### src/rtl/cjt_pkg.sv
// cjt_pkg: shared types, constants and helpers of the cubic joint trajectory generator
// used by cjt_div, cjt_mac and cubic_joint_trajectory_generator
package cjt_pkg;

  localparam int JointCount   = 3;
  localparam int JointW       = 2;
  localparam int CoefPerJoint = 4;
  localparam int DivW         = 128;
  localparam int DivCntW      = $clog2(DivW);
  localparam int MagW         = 36;
  localparam int TermCount    = 5;
  localparam int TermIdxW     = 3;
  localparam int StepCount    = 6;
  localparam int StepIdxW     = 3;

  typedef enum logic [0:0] {
    CMD_LOAD = 1'b0,
    CMD_EVAL = 1'b1
  } cmd_e;

  typedef enum logic [1:0] {
    ST_OK         = 2'd0,
    ST_ZERO_DUR   = 2'd1,
    ST_NOT_LOADED = 2'd2,
    ST_SAT        = 2'd3
  } status_e;

  typedef enum logic [3:0] {
    S_IDLE,
    S_LTERM,
    S_LDIV,
    S_LWR,
    S_ESCALE,
    S_EMAC,
    S_EWAIT,
    S_EQ16,
    S_DONE
  } state_e;

  typedef enum logic [2:0] {
    M_IDLE,
    M_LO,
    M_HI,
    M_SUM,
    M_FIN
  } mac_phase_e;

  typedef struct packed {
    logic              start;
    logic [DivW-1:0]   dividend;
    logic [31:0]       divisor;
  } div_req_t;

  typedef struct packed {
    logic              done;
    logic [DivW-1:0]   quot;
  } div_rsp_t;

  typedef struct packed {
    logic        start;
    logic [63:0] x;
    logic [31:0] t;
    logic [63:0] c;
  } mac_req_t;

  typedef struct packed {
    logic        done;
    logic        sat;
    logic [63:0] y;
  } mac_rsp_t;

  typedef struct packed {
    logic [6:0] shift;
    logic [1:0] ndiv;
    logic       to_c3;
    logic       sub;
  } term_t;

  // c2 = A - B - C, c3 = -D + E
  function automatic term_t term_info(logic [TermIdxW-1:0] idx);
    term_t r;
    case (idx)
      3'd0:    r = '{shift: 7'd48, ndiv: 2'd2, to_c3: 1'b0, sub: 1'b0};
      3'd1:    r = '{shift: 7'd32, ndiv: 2'd1, to_c3: 1'b0, sub: 1'b1};
      3'd2:    r = '{shift: 7'd32, ndiv: 2'd1, to_c3: 1'b0, sub: 1'b1};
      3'd3:    r = '{shift: 7'd64, ndiv: 2'd3, to_c3: 1'b1, sub: 1'b1};
      3'd4:    r = '{shift: 7'd48, ndiv: 2'd2, to_c3: 1'b1, sub: 1'b0};
      default: r = '{shift: 7'd0,  ndiv: 2'd1, to_c3: 1'b0, sub: 1'b0};
    endcase
    return r;
  endfunction

  function automatic logic ovf64(logic [127:0] a);
    return !((&a[127:63]) || !(|a[127:63]));
  endfunction

  function automatic logic [63:0] clamp64(logic [127:0] a);
    logic [63:0] r;
    if (ovf64(a)) begin
      r = a[127] ? 64'h8000_0000_0000_0000 : 64'h7FFF_FFFF_FFFF_FFFF;
    end else begin
      r = a[63:0];
    end
    return r;
  endfunction

endpackage

### src/rtl/cjt_div.sv
// cjt_div: iterative restoring divider, 128-bit dividend by 32-bit divisor, one bit a cycle
// depends on cjt_pkg
module cjt_div import cjt_pkg::*; (
  input  logic     clk_i,
  input  logic     rst_ni,
  input  div_req_t req_i,
  output div_rsp_t rsp_o
);

  logic               busy_q, busy_d;
  logic               done_q, done_d;
  logic [DivCntW-1:0] cnt_q, cnt_d;
  logic [DivW-1:0]    sh_q, sh_d;
  logic [31:0]        rem_q, rem_d;
  logic [31:0]        dvs_q, dvs_d;
  logic [32:0]        part;
  logic [32:0]        diff;
  logic               ge;

  assign part = {rem_q, sh_q[DivW-1]};
  assign diff = part - {1'b0, dvs_q};
  assign ge   = part >= {1'b0, dvs_q};

  always_comb begin
    busy_d = busy_q;
    done_d = 1'b0;
    cnt_d  = cnt_q;
    sh_d   = sh_q;
    rem_d  = rem_q;
    dvs_d  = dvs_q;
    if (req_i.start && !busy_q) begin
      busy_d = 1'b1;
      cnt_d  = '0;
      sh_d   = req_i.dividend;
      rem_d  = '0;
      dvs_d  = req_i.divisor;
    end else if (busy_q) begin
      // quotient bits shift in where dividend bits shift out
      sh_d  = {sh_q[DivW-2:0], ge};
      rem_d = ge ? diff[31:0] : part[31:0];
      cnt_d = cnt_q + 1'b1;
      if (cnt_q == DivCntW'(DivW - 1)) begin
        busy_d = 1'b0;
        done_d = 1'b1;
      end
    end
  end

  always_ff @(posedge clk_i or negedge rst_ni) begin
    if (!rst_ni) begin
      busy_q <= 1'b0;
      done_q <= 1'b0;
      cnt_q  <= '0;
    end else begin
      busy_q <= busy_d;
      done_q <= done_d;
      cnt_q  <= cnt_d;
    end
  end

  always_ff @(posedge clk_i) begin
    sh_q  <= sh_d;
    rem_q <= rem_d;
    dvs_q <= dvs_d;
  end

  assign rsp_o.done = done_q;
  assign rsp_o.quot = sh_q;

endmodule

### config.mk
export PLATFORM = sky130hd
export DESIGN_NAME = cjt_div
export DESIGN_NICKNAME = d
export VERILOG_FILES = /design/src/rtl/cjt_pkg.sv /design/src/rtl/cjt_div.sv
export SDC_FILE = /design/constraint.sdc
export NUM_CORES = 1
export LEC_CHECK = 0
export BUFFER_PORTS_ARGS = -buffer_cell sky130_fd_sc_hd__buf_2
export CORE_ASPECT_RATIO = 0.6
export CORE_MARGIN = 10
export CORE_UTILIZATION = 45
export CTS_CLUSTER_DIAMETER = 60
export DETAILED_ROUTE_END_ITERATION = 12
export HOLD_SLACK_MARGIN = 0.02
export PLACE_DENSITY = 0.71
export SYNTH_ARGS = -nofsm -noshare
export SYNTH_HDL_FRONTEND = slang
export SYNTH_SLANG_ARGS = --single-unit
### constraint.sdc
create_clock -name clk_i -period 4.55 [get_ports clk_i]
set_input_delay 0.91 -clock clk_i [delete_from_list [all_inputs] [get_ports clk_i]]
set_output_delay 0.91 -clock clk_i [all_outputs]
set_load 0.05 [all_outputs]
==> qor.yml, run 1 <==
grt_max_degree: 71
finalCriticalPeriod_ns: 3.33
crit_type: "register to register"
ys_async_sr_fraction_pct: 4.48
path_clk_slew_ns: 0.07
fin_tns_setup_ns: 0
tightest_slew_ns: 0.790
clk_latency_ns: 0.50
cpMostUsedCell: "o211ai_1"
fin_crit_sh_pct: 73.2
ant_nets: 0
synth_cell_types: 63
seq_power_share_pct: 32.6
dpl_cell_area_mm2: 0.0117
path_max_fanout: 6
design_area_mm2: 0.0124
wirelength_um: 30000
report.final.slew_viol_count: 0
grt_pass1_wl_um: 45500
place.gp.congestion: 0.912
vias: 8442
port_buffers: 291
rsz0062_at_grt: "no"
grt_pass1_vias: 8051
postSynthCellCount: 1026
crit_chain: "inv_1, ha_1, fa_1, and2b_1, o211ai_1, a21oi_1, o211ai_1, o311ai_0, o41ai_1, or4_1, nand3_1"
max_freq_mhz: 300
numCtsBuffers: 21
pwr-share-comb_pct: 49.6
grt_util_met2_pct: 30.4
yosys_warnings: 0
status: "completed"
antenna_found_initial: 1
p_int_mw: 5.61
relSlewSlack_pct: 47.4
drt-wirelength-per-cell_um: 18.7
p_leak_nw: 5.80
critPathSlowestCell: "or4_1"
cts_sinks: 201
design.core.area_mm2: 0.0213
dp_cells: 1562
area_growth_pct: 25.2
syn_nets: 1223
powerDensity_mw_per_mm2: 858
ys.flop_type: "edfxtp_1"
grt-ovfl-total: 0
firstDrtPassIters: 5
stdcell_count: 1601
critPathArrivalTime_ns: 3.77
ctsHoldBuffers: 0
p_sw_mw: 5.06
dieArea_mm2: 0.0286
row_count: 41
grtUsageTotal_pct: 19.8
drtIter0Drc: 703
max-clock-path-buffers: 3
drive_gt1_share_pct: 26.8
syn_avg_cell_area_um2: 9.67
hold_viol: 0
ys_seq_elements: 201
clockRootBuffer: "clkbuf_16"
seq_area_frac_synth_pct: 57.1
vias_per_cell: 5.27
slowest_delay_ns: 0.50
end_kind: "register"
use_met3_pct: 4.97
dpl.hpwl_um: 22200
drc: 0
start_util_pct: 46.5
cts_tree: "yes"
met1_usage_pct: 27.5
htreeDepth: 1
clkPwrFrac_pct: 17.7
grt.busiest_layer: "met2"
vdd_drop_max_v: 0.000417
synth_area_mm2: 0.00993
fp.dieW_um: 212
cap_violations: 0
layout.nets: 1503
die_h_um: 135
pin_count: 292
cts_resized: 0
cp.required_ns: 4.99
setup_viol: 0
finClkSkew_ns: 0.0102
worstHoldPathType: "primary input to asynchronous set/reset pin"
worstSetupStartpointType: "register"
p_sw_share_pct: 47.4
cts_setup_buffers: 0
synth_edf_count: 160
==> final cells by class <==
cell class,count,area (µm²)
Clock buffer,27,598
Antenna cell,1,2.50
Clock inverter,11,164
Multi-Input combinational cell,740,3920
Inverter,39,151
Fill cell,1915,8920
Sequential cell,201,5670
Timing Repair Buffer,303,1570
Tap cell,279,349
==> final timing paths <==
kind	startpoint	to	slack (ns)	cells after the start
max in group asynchronous	rst_ni	cnt_q[2]$_DFFE_PN0P_	4.11	1
worst min-delay path	rst_ni	cnt_q[1]$_DFFE_PN0P_	0.25	1
worst max register to register	sh_q[127]$_DFFE_PP_	rem_q[24]$_SDFFE_PP0P_	1.22	11
min in group clk_i	cnt_q[6]$_DFFE_PN0P_	cnt_q[6]$_DFFE_PN0P_	0.48	1
worst min register to register	cnt_q[6]$_DFFE_PN0P_	cnt_q[6]$_DFFE_PN0P_	0.48	1
worst max-delay path	sh_q[127]$_DFFE_PP_	rem_q[24]$_SDFFE_PP0P_	1.22	11
==> cells by family after synthesis <==
| kind of cell | count (synthesis) | share of synthesized area (%) |
|---|---|---|
| AO/OA/AOI/OAI | 136 | 9.43 |
| XOR/XNOR | 29 | 2.56 |
| adder cells (fa/ha/maj) | 34 | 4.36 |
| buffers and inverters | 85 | 3.50 |
| flip-flops | 201 | 57.1 |
| multiplexers | 14 | 1.42 |
| AND/OR/NAND/NOR | 527 | 21.6 |
==> cells in the mapped netlist (6+ instances only) <==
master | instances | area, µm²
nor2_1 | 21 | 78.8
inv_1 | 39 | 146
a21oi_1 | 27 | 135
o22ai_1 | 8 | 50.1
dfxtp_1 | 32 | 641
o21ai_0 | 26 | 130
xnor2_1 | 11 | 96.3
mux2i_1 | 13 | 130
nand3_1 | 22 | 110
xor2_1 | 18 | 158
dfrtp_1 | 9 | 225
a31oi_1 | 8 | 50.1
edfxtp_1 | 160 | 4800
a21o_1 | 10 | 75.1
ha_1 | 33 | 413
nand4_1 | 7 | 43.8
o311ai_0 | 13 | 114
nor3_1 | 6 | 30.0
clkbuf_1 | 35 | 131
nand2_1 | 440 | 1650
o211ai_1 | 7 | 52.6
==> power groups by stage <==
stage                     clock network [mW]  logic, mW  registers (mW)
after CTS                               1.93       5.29            3.47
after global routing                    2.00       5.67            3.58
after floorplan                            0       1.97            5.48
final                                   1.89       5.29            3.48
after detailed placement                   0       5.27            3.49
after global placement                     0       5.18            3.47
==> stage by stage <==
| step | hold slack (ns) | utilization, % | power (mW) | worst slack [ns] |
|---|---|---|---|---|
| finish | 0.254 | 58.2 | 10.7 | 1.22 |
| floorplan | 0.440 | - | 7.45 | 0.381 |
| CTS | 0.239 | 58.2 | 10.7 | 1.24 |
| global placement | 0.455 | 54.6 | 8.65 | 1.42 |
| global route | 0.250 | 58.2 | 11.2 | 0.960 |
| detailed placement | 0.477 | 54.6 | 8.77 | 1.29 |
==> placed cells by master (no fill, tap or decap), drive strengths merged, types with 8 or more instances in the layout <==
cell	Yosys	routed
nand2	441	441
edfxtp	160	160
buf	11	303
a21o	10	10
inv	39	41
dfrtp	9	9
mux2i	13	13
o22ai	8	8
o21ai	26	26
o311ai	14	14
a21oi	27	27
ha	33	33
xnor2	11	11
xor2	18	18
a31oi	9	9
nand3	22	22
nor2	21	21
clkbuf	35	27
dfxtp	32	32
==> layer usage <==
layer  vias up  routed length, µm
met4         0                501
met2       342              13400
li1       4092                  -
met5         -                  0
met3        38               2550
met1      3970              13500
==> sequential cells by signal, summed over array words and instances (netlist names) <==
name	cells
busy_q	1
dvs_q	32
sh_q	128
done_q	1
cnt_q	7
rem_q	32
==> critical path, delay by kind of cell (launching register included) <==
family          cells  cell delay [ns]
flops               1             0.37
buf+inv             1             0.07
simple gates        3             0.83
fa+ha+maj           2             0.66
compound gates      5             1.34
Note: power is estimated with default switching activity, not from simulation.
==> run 2, diff against run 1 <==
--- a/config.mk
+++ b/config.mk
@@ -12,7 +12,7 @@
 export CTS_CLUSTER_DIAMETER = 60
 export DETAILED_ROUTE_END_ITERATION = 12
 export HOLD_SLACK_MARGIN = 0.02
-export PLACE_DENSITY = 0.71
+export PLACE_DENSITY = 0.74
 export SYNTH_ARGS = -nofsm -noshare
 export SYNTH_HDL_FRONTEND = slang
 export SYNTH_SLANG_ARGS = --single-unit
==> constraint.sdc (replaced) <==
create_clock -name clk_i -period 2.95 [get_ports clk_i]
set_input_delay 0.59 -clock clk_i [delete_from_list [all_inputs] [get_ports clk_i]]
set_output_delay 0.59 -clock clk_i [all_outputs]
set_load 0.05 [all_outputs]
==> run 2 against run 1 <==
  * Flip-flop and latch count did not move
  * Combinational power rose by 58%
  * Sequential share of layout area fell by 0.17 points
  * Wire length fell by 2.0%
  * Maximum frequency rose by 17%
  * Total power rose by 52%
  * Highest routed layer unchanged
==> qor.yml, run 2 (same netlist as run 1, synthesis figures left out) <==
status: "completed"
numCtsBuffers: 21  # unchanged
row_count: 41  # unchanged
design.core.area_mm2: 0.0213  # unchanged
end_kind: "register"
firstDrtPassIters: 5  # unchanged
dp_cells: 1568  # +0.38%
top_regs: "sh_q (128), dvs_q (32), rem_q (32)"
powerDensity_mw_per_mm2: 1300  # +51%
finClkSkew_ns: 0.0228  # +0.0126 ns
start_util_pct: 46.5  # unchanged
grtUsageTotal_pct: 19.4  # -0.37 points
path_max_fanout: 5  # -1
drt-wirelength-per-cell_um: 18.2  # -2.7%
top_register: "sh_q"
tightest_slew_ns: 0.780  # -0.00999 ns
worstSetupStartpointType: "register"
vias_per_cell: 5.21  # -1.2%
vdd_drop_max_v: 0.000825  # +98%
design_area_mm2: 0.0125  # +0.36%
worstHoldPathType: "primary input to register"
crit_chain: "inv_1, ha_1, nand3_1, o21bai_1, a21oi_2, o211ai_1, buf_4, a31oi_2, a21boi_4, buf_4, a32o_1, a31o_2"
timing.hold.ws_ns: 0.257  # +0.00330 ns
hold_path_depth: 1
cap_violations: 0  # unchanged
relSlewSlack_pct: 48.0  # +0.67 points
grt_pass1_wl_um: 45200  # -0.74%
ant_nets: 0  # unchanged
cp.required_ns: 3.33  # -1.66 ns
fp.dieW_um: 212  # unchanged
crit_type: "register to register"
drive_gt1_share_pct: 27.4  # +0.63 points
grt_max_degree: 133  # +87%
place.gp.congestion: 0.915  # +0.34%
htreeDepth: 1  # unchanged
final_core_util_pct: 58.4  # +0.21 points
dieArea_mm2: 0.0286  # unchanged
clockRootBuffer: "clkbuf_16"
grt-ovfl-total: 0  # unchanged
max_freq_mhz: 353  # +17%
largest_register_ffs: 128  # unchanged
dpl.hpwl_um: 21800  # -1.8%
drc: 0  # unchanged
area_growth_pct: 25.6
max-clock-path-buffers: 3  # unchanged
layout.nets: 1514  # +0.73%
dpl_cell_area_mm2: 0.0118  # +0.94%
critPathSlowestCell: "ha_1"
hold_viol: 0  # unchanged
cts_sinks: 201  # unchanged
critPathArrivalTime_ns: 3.21  # -0.56 ns
pin_count: 292  # unchanged
antenna_found_initial: 3  # +2
critPathTopFamily: "compound AO/OA/AOI/OAI gates"
die_h_um: 135  # unchanged
fin_crit_sh_pct: 96.0  # +23 points
cpMostUsedCell: "buf_4"
finalCriticalPeriod_ns: 2.83  # -0.495 ns
report.final.slew_viol_count: 0  # unchanged
path_clk_slew_ns: 0.07  # about the same
setup_viol: 0  # unchanged
total_power_mw: 16.2  # +52%
mostFrequentLayoutCell: "nand2_1"
cp.depth: 12  # +1
reg2reg_depth: 12  # +1
drtIter0Drc: 715  # +1.7%
vias: 8407  # -0.41%
rrSetupSlack_ns: 0.12  # -1.10 ns
clk_latency_ns: 0.50  # about the same
final_cell_mix: "439 x nand2_1, 291 x buf_2, 160 x edfxtp_1, 37 x inv_1"
p_leak_nw: 5.80  # +0.10%
wirelength_um: 29400  # -2.0%
cts_tree: "yes"
slowest_delay_ns: 0.37  # -0.13 ns
stdcell_count: 1613  # +0.75%
path_buf_inv: 3  # +2
port_buffers: 291  # unchanged
grt_pass1_vias: 8134  # +1.0%
## run 2: changes by cell type in the layout (fill, tap and decap cells not counted), moves of 3 or more
cell / delta
buf_12: +4
clkbuf_1: +4
bufinv_16: -3
clkinv_2: +3
buf_4: +6
clkbuf_8: -5
## run 2: worst register-to-register path, delay by kind of cell (launching register included)
| family | cells | cell delay [ns] |
|---|---|---|
| compound gates | 7 | 1.45 |
| simple gates | 1 | 0.15 |
| buf+inv | 3 | 0.43 |
| flops | 1 | 0.33 |
| fa+ha+maj | 1 | 0.37 |
## run 2: what timing repair did
item,CTS,global route
endpoints found under the setup margin,0,22
gates resized for setup,0,6
hold endpoints to repair,9,0
hold buffers,1,0
buffers inserted,0,4
## run 2: through the flow
stage                     setup TNS (ns)  worst slack (ns)
after floorplan                   -30.13            -0.235
after global placement                 0             0.257
after detailed placement               0             0.109
after CTS                              0            0.0961
after global routing             -0.0481           -0.0261
final                                  0             0.117
## run 2: layout make-up
class / instances / area, µm²
fillers: 1857 / 8870
flip-flops and latches: 201 / 5670
multi-input cells: 740 / 3950
repair buffers: 314 / 1710
clock buffers: 26 / 544
well taps: 279 / 349
inverters: 39 / 153
clock inverters: 11 / 85.1
diodes: 3 / 7.51
## run 2: metal layers
metal,vias up,wire length (µm),GRT usage (%)
met3,48,2690,4.90
met1,3894,13000,27.0
met2,348,13000,29.4
met5,-,0,0
met4,0,692,5.17
li1,4117,-,-
## run 2: path summary, 6_finish.rpt
kind,from,to
max,dvs_q[3]$_DFFE_PP_,rem_q[25]$_SDFFE_PP0P_
min,req_i[18],dvs_q[18]$_DFFE_PP_
max reg2reg,dvs_q[3]$_DFFE_PP_,rem_q[25]$_SDFFE_PP0P_
min reg2reg,cnt_q[6]$_DFFE_PN0P_,cnt_q[6]$_DFFE_PN0P_
max in group asynchronous,rst_ni,done_q$_DFF_PN0_
min in group asynchronous,rst_ni,cnt_q[6]$_DFFE_PN0P_
## run 2: report_power, final
group	total (mW)	switching, mW	internal (mW)
logic	8.36	5.97	2.39
clock network	2.50	1.09	1.40
registers	5.34	0.739	4.60
